File: config.mk
export PLATFORM = sky130hd
export DESIGN_NAME = two_class_fifo_oldest_first_top
export DESIGN_NICKNAME = d
export VERILOG_FILES = /design/src/sv/tcfo_pkg.sv /design/src/sv/tcfo_cell.sv /design/src/sv/tcfo_queue.sv /design/src/sv/two_class_fifo_oldest_first_top.sv
export SDC_FILE = /design/constraint.sdc
export NUM_CORES = 1
export LEC_CHECK = 0
export BUFFER_PORTS_ARGS = -buffer_cell sky130_fd_sc_hd__buf_2
export CAP_MARGIN = 20
export CORE_ASPECT_RATIO = 1.1
export CORE_MARGIN = 1.5
export CORE_UTILIZATION = 50
export CTS_CLUSTER_SIZE = 20
export DETAILED_ROUTE_END_ITERATION = 7
export PLACE_DENSITY = 0.65
export SETUP_SLACK_MARGIN = 0.5
export SLEW_MARGIN = 20
export SYNTH_ARGS = -nofsm -noshare
export SYNTH_HDL_FRONTEND = slang
export SYNTH_SLANG_ARGS = --single-unit
File: constraint.sdc
create_clock -name clock -period 6.1 [get_ports clock]
set_input_delay 1.22 -clock clock [delete_from_list [all_inputs] [get_ports clock]]
set_output_delay 1.22 -clock clock [all_outputs]
set_load 0.005 [all_outputs]
File: src/sv/tcfo_pkg.sv
`timescale 1ns / 1ps
// Shared constants and types for the two-class oldest-first queue.
// No dependencies; used by tcfo_queue and the top level.
package tcfo_pkg;

   localparam int DEPTH_DEF    = 16;
   localparam int TAG_BITS_DEF = 16;
   localparam int SEQ_BITS     = 16;
   localparam int TAG_W        = 16;
   localparam int REQ_W        = 3;
   localparam int STATUS_W     = 2;

   localparam logic [REQ_W-1:0] REQ_ENQ0    = 3'd0;
   localparam logic [REQ_W-1:0] REQ_ENQ1    = 3'd1;
   localparam logic [REQ_W-1:0] REQ_DEQ_ANY = 3'd2;
   localparam logic [REQ_W-1:0] REQ_DEQ0    = 3'd3;
   localparam logic [REQ_W-1:0] REQ_DEQ1    = 3'd4;

   localparam logic [STATUS_W-1:0] ST_OK    = 2'd0;
   localparam logic [STATUS_W-1:0] ST_EMPTY = 2'd1;
   localparam logic [STATUS_W-1:0] ST_FULL  = 2'd2;

   typedef struct packed {
      logic empty;
      logic full;
   } tcfo_qstat_type;

endpackage

File: src/sv/tcfo_cell.sv
`timescale 1ns / 1ps
// One queue cell: holds a tag and arrival stamp, takes its neighbor's entry on a pop.
// Standalone; instantiated in a row by tcfo_queue.
module tcfo_cell #(
   parameter int W = 32
) (
   input  logic         clock,
   input  logic         load,
   input  logic         shift,
   input  logic [W-1:0] new_data,
   input  logic [W-1:0] next_data,
   output logic [W-1:0] data_out
);

   logic [W-1:0] data_ff;
   logic [W-1:0] data_in;

   always_comb begin
      data_in = data_ff;
      if (shift) begin
         data_in = next_data;
      end else if (load) begin
         data_in = new_data;
      end
   end

   always_ff @(posedge clock) begin
      data_ff <= data_in;
   end

   assign data_out = data_ff;

endmodule

File: src/sv/tcfo_queue.sv
`timescale 1ns / 1ps
// One class queue: a row of tcfo_cell with the head in cell 0 and a fill count.
// Depends on tcfo_pkg and tcfo_cell.
module tcfo_queue #(
   parameter int DEPTH = 16,
   parameter int W     = 32
) (
   input  logic                    clock,
   input  logic                    reset,
   input  logic                    push,
   input  logic                    pop,
   input  logic [W-1:0]            push_data,
   output logic [W-1:0]            head_data,
   output tcfo_pkg::tcfo_qstat_type stat
);
   import tcfo_pkg::*;

   localparam int CntW = $clog2(DEPTH + 1);

   logic [CntW-1:0] count_ff;
   logic [CntW-1:0] count_in;
   logic [W-1:0]    cell_data [DEPTH];

   always_comb begin
      count_in = count_ff;
      if (push) begin
         count_in = count_ff + CntW'(1);
      end else if (pop) begin
         count_in = count_ff - CntW'(1);
      end
   end

   always_ff @(posedge clock) begin
      if (reset) begin
         count_ff <= '0;
      end else begin
         count_ff <= count_in;
      end
   end

   for (genvar i = 0; i < DEPTH; i++) begin : g_cell
      logic [W-1:0] next_data;
      if (i == DEPTH - 1) begin : g_last
         assign next_data = push_data;
      end else begin : g_mid
         assign next_data = cell_data[i+1];
      end
      tcfo_cell #(.W(W)) u_cell (
         .clock    (clock),
         .load     (push && (count_ff == CntW'(i))),
         .shift    (pop),
         .new_data (push_data),
         .next_data(next_data),
         .data_out (cell_data[i])
      );
   end

   assign head_data  = cell_data[0];
   assign stat.empty = (count_ff == '0);
   assign stat.full  = (count_ff == CntW'(DEPTH));

endmodule

File: src/sv/two_class_fifo_oldest_first_top.sv
`timescale 1ns / 1ps
// Top level of the two-class queue with oldest-first dequeue.
// Depends on tcfo_pkg and tcfo_queue.
//
// Usage:
//   Requests enter on req_* (tuser = request type, tdata = item tag). Enqueue
//   requests append the tag, stamped with a shared 16-bit arrival counter, to the
//   queue of their class; dequeue requests take the head of one class, or the
//   older head of the two by a modular stamp compare.
//   Every request with a defined type gives one response on rsp_* (tdata = tag,
//   tuser = class and status); undefined types are taken and give none.
//   The response is registered and valid in the cycle after the request is taken.
//   One request is taken per cycle while req_tready is high; the head of each
//   queue is in cell 0 of its row, so the age compare and the pop need no memory read.
//   The response register frees in the cycle it is taken, so back-to-back
//   traffic runs at full rate. While rsp_tready is low and a response waits,
//   req_tready is low and the request is held.
//   Reset clears both fill counts, the arrival counter and the response valid.
module two_class_fifo_oldest_first_top #(
   parameter int DEPTH    = tcfo_pkg::DEPTH_DEF,
   parameter int TAG_BITS = tcfo_pkg::TAG_BITS_DEF
) (
   input  logic        clock,
   input  logic        reset,
   input  logic        req_tvalid,
   output logic        req_tready,
   input  logic [15:0] req_tdata,   // [15:0] item_tag
   input  logic [2:0]  req_tuser,   // [2:0] req_type
   output logic        rsp_tvalid,
   input  logic        rsp_tready,
   output logic [15:0] rsp_tdata,   // [15:0] item_tag_res
   output logic [2:0]  rsp_tuser    // [0] item_class, [2:1] status
);
   import tcfo_pkg::*;

   localparam int TagW = (TAG_BITS < TAG_W) ? TAG_BITS : TAG_W;
   localparam int EntW = TagW + SEQ_BITS;

   logic                 req_fire;
   logic [REQ_W-1:0]     req_type;
   logic [TagW-1:0]      tag_in;
   logic [SEQ_BITS-1:0]  seq_ff;
   logic [SEQ_BITS-1:0]  seq_in;
   logic [EntW-1:0]      push_data;
   logic [EntW-1:0]      head0;
   logic [EntW-1:0]      head1;
   tcfo_qstat_type       stat0;
   tcfo_qstat_type       stat1;
   logic                 push0;
   logic                 push1;
   logic                 pop0;
   logic                 pop1;
   logic [SEQ_BITS-1:0]  age_diff;
   logic                 sel_cls;
   logic                 res_valid;
   logic [TAG_W-1:0]     res_tag;
   logic                 res_cls;
   logic [STATUS_W-1:0]  res_status;

   logic                 rsp_valid_ff;
   logic                 rsp_valid_in;
   logic [TAG_W-1:0]     rsp_tag_ff;
   logic [TAG_W-1:0]     rsp_tag_in;
   logic                 rsp_cls_ff;
   logic                 rsp_cls_in;
   logic [STATUS_W-1:0]  rsp_status_ff;
   logic [STATUS_W-1:0]  rsp_status_in;

   assign req_tready = !rsp_valid_ff || rsp_tready;
   assign req_fire   = req_tvalid && req_tready;
   assign req_type   = req_tuser;
   assign tag_in     = req_tdata[TagW-1:0];
   assign push_data  = {tag_in, seq_ff};
   assign age_diff   = head1[SEQ_BITS-1:0] - head0[SEQ_BITS-1:0];

   always_comb begin
      push0      = 1'b0;
      push1      = 1'b0;
      pop0       = 1'b0;
      pop1       = 1'b0;
      sel_cls    = 1'b0;
      res_valid  = 1'b1;
      res_tag    = '0;
      res_cls    = 1'b0;
      res_status = ST_OK;
      case (req_type)
         REQ_ENQ0: begin
            res_tag    = TAG_W'(tag_in);
            res_status = stat0.full ? ST_FULL : ST_OK;
            push0      = req_fire && !stat0.full;
         end
         REQ_ENQ1: begin
            res_tag    = TAG_W'(tag_in);
            res_cls    = 1'b1;
            res_status = stat1.full ? ST_FULL : ST_OK;
            push1      = req_fire && !stat1.full;
         end
         REQ_DEQ_ANY, REQ_DEQ0, REQ_DEQ1: begin
            if (req_type == REQ_DEQ1) begin
               sel_cls = 1'b1;
            end else if (req_type == REQ_DEQ_ANY) begin
               if (stat0.empty) begin
                  sel_cls = !stat1.empty;
               end else if (stat1.empty) begin
                  sel_cls = 1'b0;
               end else begin
                  sel_cls = age_diff[SEQ_BITS-1];
               end
            end
            res_cls = sel_cls;
            if (sel_cls) begin
               if (stat1.empty) begin
                  res_status = ST_EMPTY;
               end else begin
                  res_tag = TAG_W'(head1[EntW-1:SEQ_BITS]);
                  pop1    = req_fire;
               end
            end else begin
               if (stat0.empty) begin
                  res_status = ST_EMPTY;
               end else begin
                  res_tag = TAG_W'(head0[EntW-1:SEQ_BITS]);
                  pop0    = req_fire;
               end
            end
         end
         default: begin
            res_valid = 1'b0;
         end
      endcase
   end

   assign seq_in = (push0 || push1) ? seq_ff + SEQ_BITS'(1) : seq_ff;

   tcfo_queue #(.DEPTH(DEPTH), .W(EntW)) u_queue0 (
      .clock    (clock),
      .reset    (reset),
      .push     (push0),
      .pop      (pop0),
      .push_data(push_data),
      .head_data(head0),
      .stat     (stat0)
   );

   tcfo_queue #(.DEPTH(DEPTH), .W(EntW)) u_queue1 (
      .clock    (clock),
      .reset    (reset),
      .push     (push1),
      .pop      (pop1),
      .push_data(push_data),
      .head_data(head1),
      .stat     (stat1)
   );

   always_comb begin
      rsp_valid_in  = rsp_valid_ff;
      rsp_tag_in    = rsp_tag_ff;
      rsp_cls_in    = rsp_cls_ff;
      rsp_status_in = rsp_status_ff;
      if (rsp_tready) begin
         rsp_valid_in = 1'b0;
      end
      if (req_fire && res_valid) begin
         rsp_valid_in  = 1'b1;
         rsp_tag_in    = res_tag;
         rsp_cls_in    = res_cls;
         rsp_status_in = res_status;
      end
   end

   always_ff @(posedge clock) begin
      if (reset) begin
         rsp_valid_ff <= 1'b0;
         seq_ff       <= '0;
      end else begin
         rsp_valid_ff <= rsp_valid_in;
         seq_ff       <= seq_in;
      end
   end

   always_ff @(posedge clock) begin
      rsp_tag_ff    <= rsp_tag_in;
      rsp_cls_ff    <= rsp_cls_in;
      rsp_status_ff <= rsp_status_in;
   end

   assign rsp_tvalid = rsp_valid_ff;
   assign rsp_tdata  = rsp_tag_ff;
   assign rsp_tuser  = {rsp_status_ff, rsp_cls_ff};

endmodule
==> results of run 1 <==
[cells in the final DEF (no fill, tap or decap), types with 25 or more instances in the layout]
| cell | n |
|---|---|
| clkbuf_1 | 25 |
| a21o_1 | 480 |
| o21ai_4 | 30 |
| clkinv_1 | 25 |
| ha_1 | 27 |
| clkbuf_16 | 104 |
| buf_16 | 38 |
| nand2_1 | 1064 |
| inv_1 | 25 |
| edfxtp_1 | 1043 |
| nor2_1 | 28 |
| and2_1 | 30 |
| dfxtp_1 | 27 |
| buf_2 | 43 |
[power by group]
group | internal, uW | switching, uW
clock network | 3450 | 2630
logic | 237 | 501
registers | 8240 | 53.0
[per-stage QoR]
step | std cells | instance area [um2] | setup slack [ns]
2_1_floorplan | 3138 | 42500 | 1.21
3_3_place_gp | 4109 | 43600 | 1.44
3_5_place_dp | 4151 | 44700 | 1.29
4_1_cts | 4339 | 47900 | 1.25
5_1_grt | 4340 | 47900 | 1.56
6_report | 4341 | 47900 | 1.60
[critical path, delay by kind of cell (launching register included)]
kind	cells	cell delay (ns)
compound gates	4	1.61
simple gates	3	1.31
mux	1	0.59
flops	1	0.40
fa+ha+maj	1	0.27
buf+inv	1	0.07
[path summary, 6_finish.rpt]
path                                                from                                     end  cells after the start
setup / recovery   u_queue0.g_cell[0].u_cell.data_out[1]  u_queue1.g_cell[12].u_cell.data_out[7]                     10
hold / removal    u_queue1.g_cell[5].u_cell.data_out[23]  u_queue1.g_cell[4].u_cell.data_out[23]                      2
setup reg to reg   u_queue0.g_cell[0].u_cell.data_out[1]  u_queue1.g_cell[12].u_cell.data_out[7]                     10
hold reg to reg   u_queue1.g_cell[5].u_cell.data_out[23]  u_queue1.g_cell[4].u_cell.data_out[23]                      2
[flip-flops by register name, summed over array words and instances (netlist names)]
signal,flops
u_queue1.g_cell.u_cell.data_out,512
rsp_tdata,16
u_queue0.g_cell.u_cell.data_out,512
seq_ff,16
u_queue0.count_ff,5
rsp_status_ff,2
rsp_cls_ff,1
rsp_tvalid,1
u_queue1.count_ff,5
[cell type report]
cell class / count / area [um2]
clock inverters: 49 / 364
clock buffers: 139 / 2830
inverters: 25 / 93.8
repair buffers: 100 / 1510
flip-flops and latches: 1070 / 31900
multi-input cells: 1816 / 9800
fillers: 6658 / 36600
well taps: 1140 / 1430
diodes: 2 / 5.00
[logic make-up after synthesis]
logic type	after synthesis	share of synthesized area, %
flip-flops	1070	74.9
multiplexers	4	0.109
buffers and inverters	252	2.92
adder cells (fa/ha/maj)	27	0.794
XOR/XNOR	17	0.350
AND/OR/NAND/NOR	1190	11.1
AO/OA/AOI/OAI	578	9.88
[routing by layer]
layer / vias to the layer above / share of wire [%] / GRT usage (%)
met1: 12600 / 41 / 32.5
met2: 991 / 48 / 38.0
met3: 166 / 7.6 / 3.45
li1: 11000 / - / -
met5: - / 0 / 0
met4: 0 / 3.1 / 8.61
==> impl_metrics.py, run 1 <==
metrics = {
    "clock_tree": {
        "cts_tree": "yes",
        "ctsRootBufferMaster": "clkbuf_16",
        "htreeDepth": 3,
        "clockBufferDepth": 3,
        "holdBufCountCts": 0,
        "clock_latency_ns": 0.68,
        "post-cts-setup-buffer-count": 0,
        "cts_buffers": 102,
        "clkTransAtPathRegs_ns": 0.06,
        "clock_sinks": 1070,
        "cts_resized": 0,
    },
    "outcome": {
        "status": "finished, violations left",
        "violations": "design-rule violations",
    },
    "setup_path": {
        "crit_top_cell": "nand2_1",
        "path_cells": "inv_1, ha_1, nand2_1, o21ai_1, a21oi_1, o41ai_4, mux2i_2, o21a_4, nand2_1, nand2_1",
        "startpoint_type": "flop",
        "cp.arrival_ns": 4.96,
        "ff2ff_setup_slack_ns": 1.60,
        "worst_setup_path_end_kind": "flop",
        "cp_slowest_cell": "nand2_1",
        "cp_max_fo": 39,
        "max_stage_delay_ns": 0.87,
        "worstPathRequired_ns": 6.56,
        "critical_path_class": "reg2reg",
    },
    "power_and_ir_drop": {
        "power.density_nw_per_um2": 316,
        "ir_worst_vdd_uv": 213,
        "p_leak_uw": 0.0205,
        "total_power_uw": 15100,
    },
    "floorplanning": {
        "start_util_pct": 50.3,
        "core-area_um2": 84500,
        "fp.dieW_um": 281,
        "placementRows": 112,
        "ios": 44,
        "die_y_um": 309,
        "die_area_um2": 86800,
    },
    "sta": {
        "tns_ns": 0,
        "max-slew-margin-rel_pct": 25.6,
        "max_freq_ghz": 0.222,
        "fin_crit_sh_pct": 73.8,
        "rsz0062_at_grt": "no",
        "fin_skew_ns": 0.0249,
        "finalHoldViolCount": 0,
        "finalCriticalPeriod_ns": 4.50,
        "drv_slew": 0,
        "worst_pin_slew_ns": 1.11,
        "finalSetupViolations": 0,
        "timing.hold.ws_ns": 0.509,
    },
    "logic_synthesis": {
        "synth-seq-area-share_pct": 74.9,
        "synth.area.top_cells": "edfxtp_1 (74%), nand2_1 (9.4%), a21o_1 (8.5%), buf_2 (1.8%), dfxtp_1 (1.3%)",
        "yosysUniqueCellTypes": 47,
        "ys_warn_count": 0,
        "ys_ff_latch": 1070,
        "syn-instance-count": 3138,
        "synth_top_area_share_pct": 73.6,
        "synth_largest_area_cell": "edfxtp_1",
        "synth_flop_cell": "edfxtp_1",
        "async_flop_share_pct": 0,
        "syn-num-nets": 3188,
        "synth_edf_count": 1043,
        "syn-cell-area_um2": 42500,
        "avgSynthCellArea_um2": 13.6,
        "synth_most_common_cell": "nand2_1",
        "ys_top_cells_by_count": "nand2_1 (1065), edfxtp_1 (1043), a21o_1 (480)",
    },
    "global_route": {
        "grt_overflow": 0,
        "grt_max_degree": 199,
        "grt_pass1_vias": 24000,
        "grt_antenna_before_repair": 3,
        "grt_usage_pct": 23.5,
        "grt_pass1_wl_um": 151000,
    },
    "detailed_routing": {
        "vias_per_cell": 5.71,
        "drtPass1Iterations": 8,
        "wl_um": 102000,
        "drc": 1,
        "vias": 24800,
        "wire_per_inst_um": 23.4,
        "ant_nets": 0,
        "drt-initial-drc-count": 3116,
    },
    "hold_path": {
        "hold_path_class": "reg2reg",
    },
    "run": {
        "maxCapViolCount": 0,
    },
    "placed_design": {
        "dp_hpwl_um": 63200,
        "io_buffers": 43,
        "routabilityCongestion": 0.896,
    },
    "finish": {
        "fin_nets": 3165,
        "layout-area-overhead-vs-synth_pct": 12.6,
        "post-route-util_pct": 56.7,
        "final_layout_size_suffix_gt1_share_pct": 8.82,
    },
}
(Power assumes the default switching activity.)
==> run 2: changes to the inputs <==
--- a/config.mk
+++ b/config.mk
@@ -5,6 +5,7 @@
 export SDC_FILE = /design/constraint.sdc
 export NUM_CORES = 1
 export LEC_CHECK = 0
+export ABC_AREA = 1
 export BUFFER_PORTS_ARGS = -buffer_cell sky130_fd_sc_hd__buf_2
 export CAP_MARGIN = 20
 export CORE_ASPECT_RATIO = 1.1
@@ -12,7 +13,7 @@
 export CORE_UTILIZATION = 50
 export CTS_CLUSTER_SIZE = 20
 export DETAILED_ROUTE_END_ITERATION = 7
-export PLACE_DENSITY = 0.65
+export PLACE_DENSITY = 0.68
 export SETUP_SLACK_MARGIN = 0.5
 export SLEW_MARGIN = 20
 export SYNTH_ARGS = -nofsm -noshare
==> constraint.sdc (replaced) <==
create_clock -name clock -period 3.68 [get_ports clock]
set_input_delay 0.736 -clock clock [delete_from_list [all_inputs] [get_ports clock]]
set_output_delay 0.736 -clock clock [all_outputs]
set_load 0.005 [all_outputs]
==> impl_metrics.py, run 2 <==
metrics = {
    "global_route": {
        "grt_pass1_wl_um": 160000,
        "grt_usage_pct": 22.6,
        "grt_pass1_vias": 27800,
        "grt_overflow": 0,
        "grt_antenna_before_repair": 5,
        "grt_max_degree": 217,
    },
    "sta": {
        "fin_skew_ns": 0.0279,
        "finalHoldViolCount": 0,
        "finalCriticalPeriod_ns": 3.08,
        "tns_ns": 0,
        "fin_crit_sh_pct": 83.8,
        "max_freq_ghz": 0.324,
        "max-slew-margin-rel_pct": 24.6,
        "drv_slew": 0,
        "finalSetupViolations": 0,
        "worst_pin_slew_ns": 1.13,
        "rsz0062_at_grt": "yes",
    },
    "finish": {
        "fin_nets": 3794,
        "multi_input_comb_area_um2": 11300,
        "layout-area-overhead-vs-synth_pct": 11.5,
        "final_cell_count_no_fill": 4992,
        "post-route-cell-area_um2": 49700,
        "post-route-util_pct": 56.4,
        "final_common_cell": "nand2_1",
        "final_cell_mix": "nand2_1 (1118), edfxtp_1 (1043), nand3_1 (991)",
        "regArea_um2": 31900,
        "final_layout_size_suffix_gt1_share_pct": 10.5,
        "fillCellCount": 7219,
    },
    "detailed_routing": {
        "drt-initial-drc-count": 3511,
        "wl_um": 103000,
        "drc": 0,
        "vias_per_cell": 5.79,
        "vias": 28900,
        "drtPass1Iterations": 6,
        "wire_per_inst_um": 20.7,
        "ant_nets": 0,
    },
    "power_and_ir_drop": {
        "ir_worst_vdd_uv": 376,
        "switching_share_pct": 25.0,
        "p_switching_uw": 7090,
        "p_int_uw": 21300,
        "sequentialPowerShare_pct": 50.3,
        "power.density_nw_per_um2": 570,
        "p_clk_share_pct": 38.5,
        "total_power_uw": 28400,
        "p_leak_uw": 0.0196,
        "pwr-share-comb_pct": 11.2,
    },
    "clock_tree": {
        "clkTransAtPathRegs_ns": 0.06,
        "htreeDepth": 3,
        "clock_latency_ns": 0.67,
        "post-cts-setup-buffer-count": 0,
        "cts_buffers": 107,
        "clockBufferDepth": 3,
        "clock_sinks": 1070,
        "ctsRootBufferMaster": "clkbuf_16",
        "cts_tree": "yes",
    },
    "hold_path": {
        "hold_path_class": "in2reg",
    },
    "logic_synthesis": {
        "syn-instance-count": 3801,
        "synth_top_area_share_pct": 70.2,
        "synth-seq-area-share_pct": 71.4,
        "synth_edf_count": 1043,
        "syn-cell-area_um2": 44600,
        "synth_flop_cell": "edfxtp_1",
        "avgSynthCellArea_um2": 11.7,
        "yosysUniqueCellTypes": 38,
        "synth_most_common_cell": "nand2_1",
        "ys_warn_count": 0,
        "synth_largest_area_cell": "edfxtp_1",
        "async_flop_share_pct": 0,
        "synth.area.top_cells": "edfxtp_1 (70%), nand3_1 (11%), nand2_1 (9.4%), buf_2 (1.8%), dfxtp_1 (1.2%)",
        "ys_ff_latch": 1070,
        "ys_top_cells_by_count": "nand2_1 (1122), edfxtp_1 (1043), nand3_1 (991)",
        "syn-num-nets": 3851,
    },
    "placed_design": {
        "placed_cells": 4794,
        "io_buffers": 43,
        "postPlaceCellArea_um2": 46200,
        "routabilityCongestion": 0.865,
        "dp_hpwl_um": 57500,
    },
    "floorplanning": {
        "die_area_um2": 91000,
        "die_y_um": 316,
        "placementRows": 114,
        "fp.dieW_um": 288,
        "core-area_um2": 88100,
        "ios": 44,
        "start_util_pct": 50.6,
    },
    "setup_path": {
        "startpoint_type": "flop",
        "worstPathRequired_ns": 4.04,
        "worst_setup_path_end_kind": "flop",
        "cp.arrival_ns": 3.44,
        "critical_path_class": "reg2reg",
        "cp_max_fo": 54,
    },
    "outcome": {
        "status": "finished clean",
    },
    "run": {
        "maxCapViolCount": 0,
    },
}
run 2: cell types whose count changed in the layout (fill, tap and decap cells not counted), moves of 19 or more:
cell,delta
buf_4,+44
nand3_1,+982
a21o_1,-480
a21oi_1,+19
buf_16,-38
inv_1,+33
nand2_2,+43
buf_12,+30
nand2_4,+21
nand2_1,+54
and2_1,-30
run 2: cell type report:
class / instances / share of cell area [%]
timing repair buffer: 132 / 2.68
antenna: 1 / 0.00503
inverter: 66 / 0.498
multi-input combinational: 2367 / 22.8
clock buffer: 128 / 5.67
clock inverter: 68 / 1.37
tap: 1160 / 2.92
sequential: 1070 / 64.1
run 2: what timing repair did:
action                                  CTS  global route
gates resized for setup                   0             6
endpoints found under the setup margin    0           386
hold buffers                              0             0
run 2: stage by stage:
step	setup WS, ns	hold WS (ns)
2_1_floorplan	-0.296	0.488
3_3_place_gp	0.452	0.502
3_5_place_dp	0.394	0.510
4_1_cts	0.564	0.364
5_1_grt	0.386	0.414
6_report	0.597	0.388
run 2: power by group through the flow:
stage | logic [uW] | registers, uW | clock network (uW)
6_report | 3160 | 14300 | 10900
3_5_place_dp | 3150 | 14500 | 0
5_1_grt | 3480 | 14300 | 11500
2_1_floorplan | 2160 | 14500 | 0
4_1_cts | 3160 | 14300 | 11100
3_3_place_gp | 3110 | 14500 | 0
run 2: worst paths after layout:
check,endpoint,cells past startpoint,start,slack [ns]
worst min-delay path,rsp_tvalid,4,rsp_tready,0.39
worst max register to register,u_queue0.g_cell[8].u_cell.data_out[8],11,u_queue0.count_ff[0],0.60
worst max-delay path,u_queue0.g_cell[8].u_cell.data_out[8],11,u_queue0.count_ff[0],0.60
worst min register to register,rsp_tvalid,2,rsp_tvalid,0.52
run 2: cell families after synthesis:
family	count (synthesis)	synth area share [%]
simple gates	2222	22.4
xor+xnor	14	0.275
compound gates	103	1.19
flops	1070	71.4
fa+ha+maj	27	0.757
buf+inv	365	4.02
run 2: critical path, cell delays in order, from the launching register on:
cell,delay (ns)
dfxtp_1,0.37
inv_1,0.13
ha_1,0.27
nand2_2,0.17
nor2_8,0.07
inv_2,0.29
nand3_2,0.18
nand2_4,0.13
nand4_4,0.09
buf_12,0.25
o21ai_4,0.45
buf_4,0.32
run 2: routing by layer:
metal	vias up	global-route usage [%]	part of all wire, %
li1	13300	-	-
met1	14400	32.9	43
met2	1069	36.0	47
met3	149	3.16	7.4
met5	-	0	0.0087
met4	2	5.83	2.0
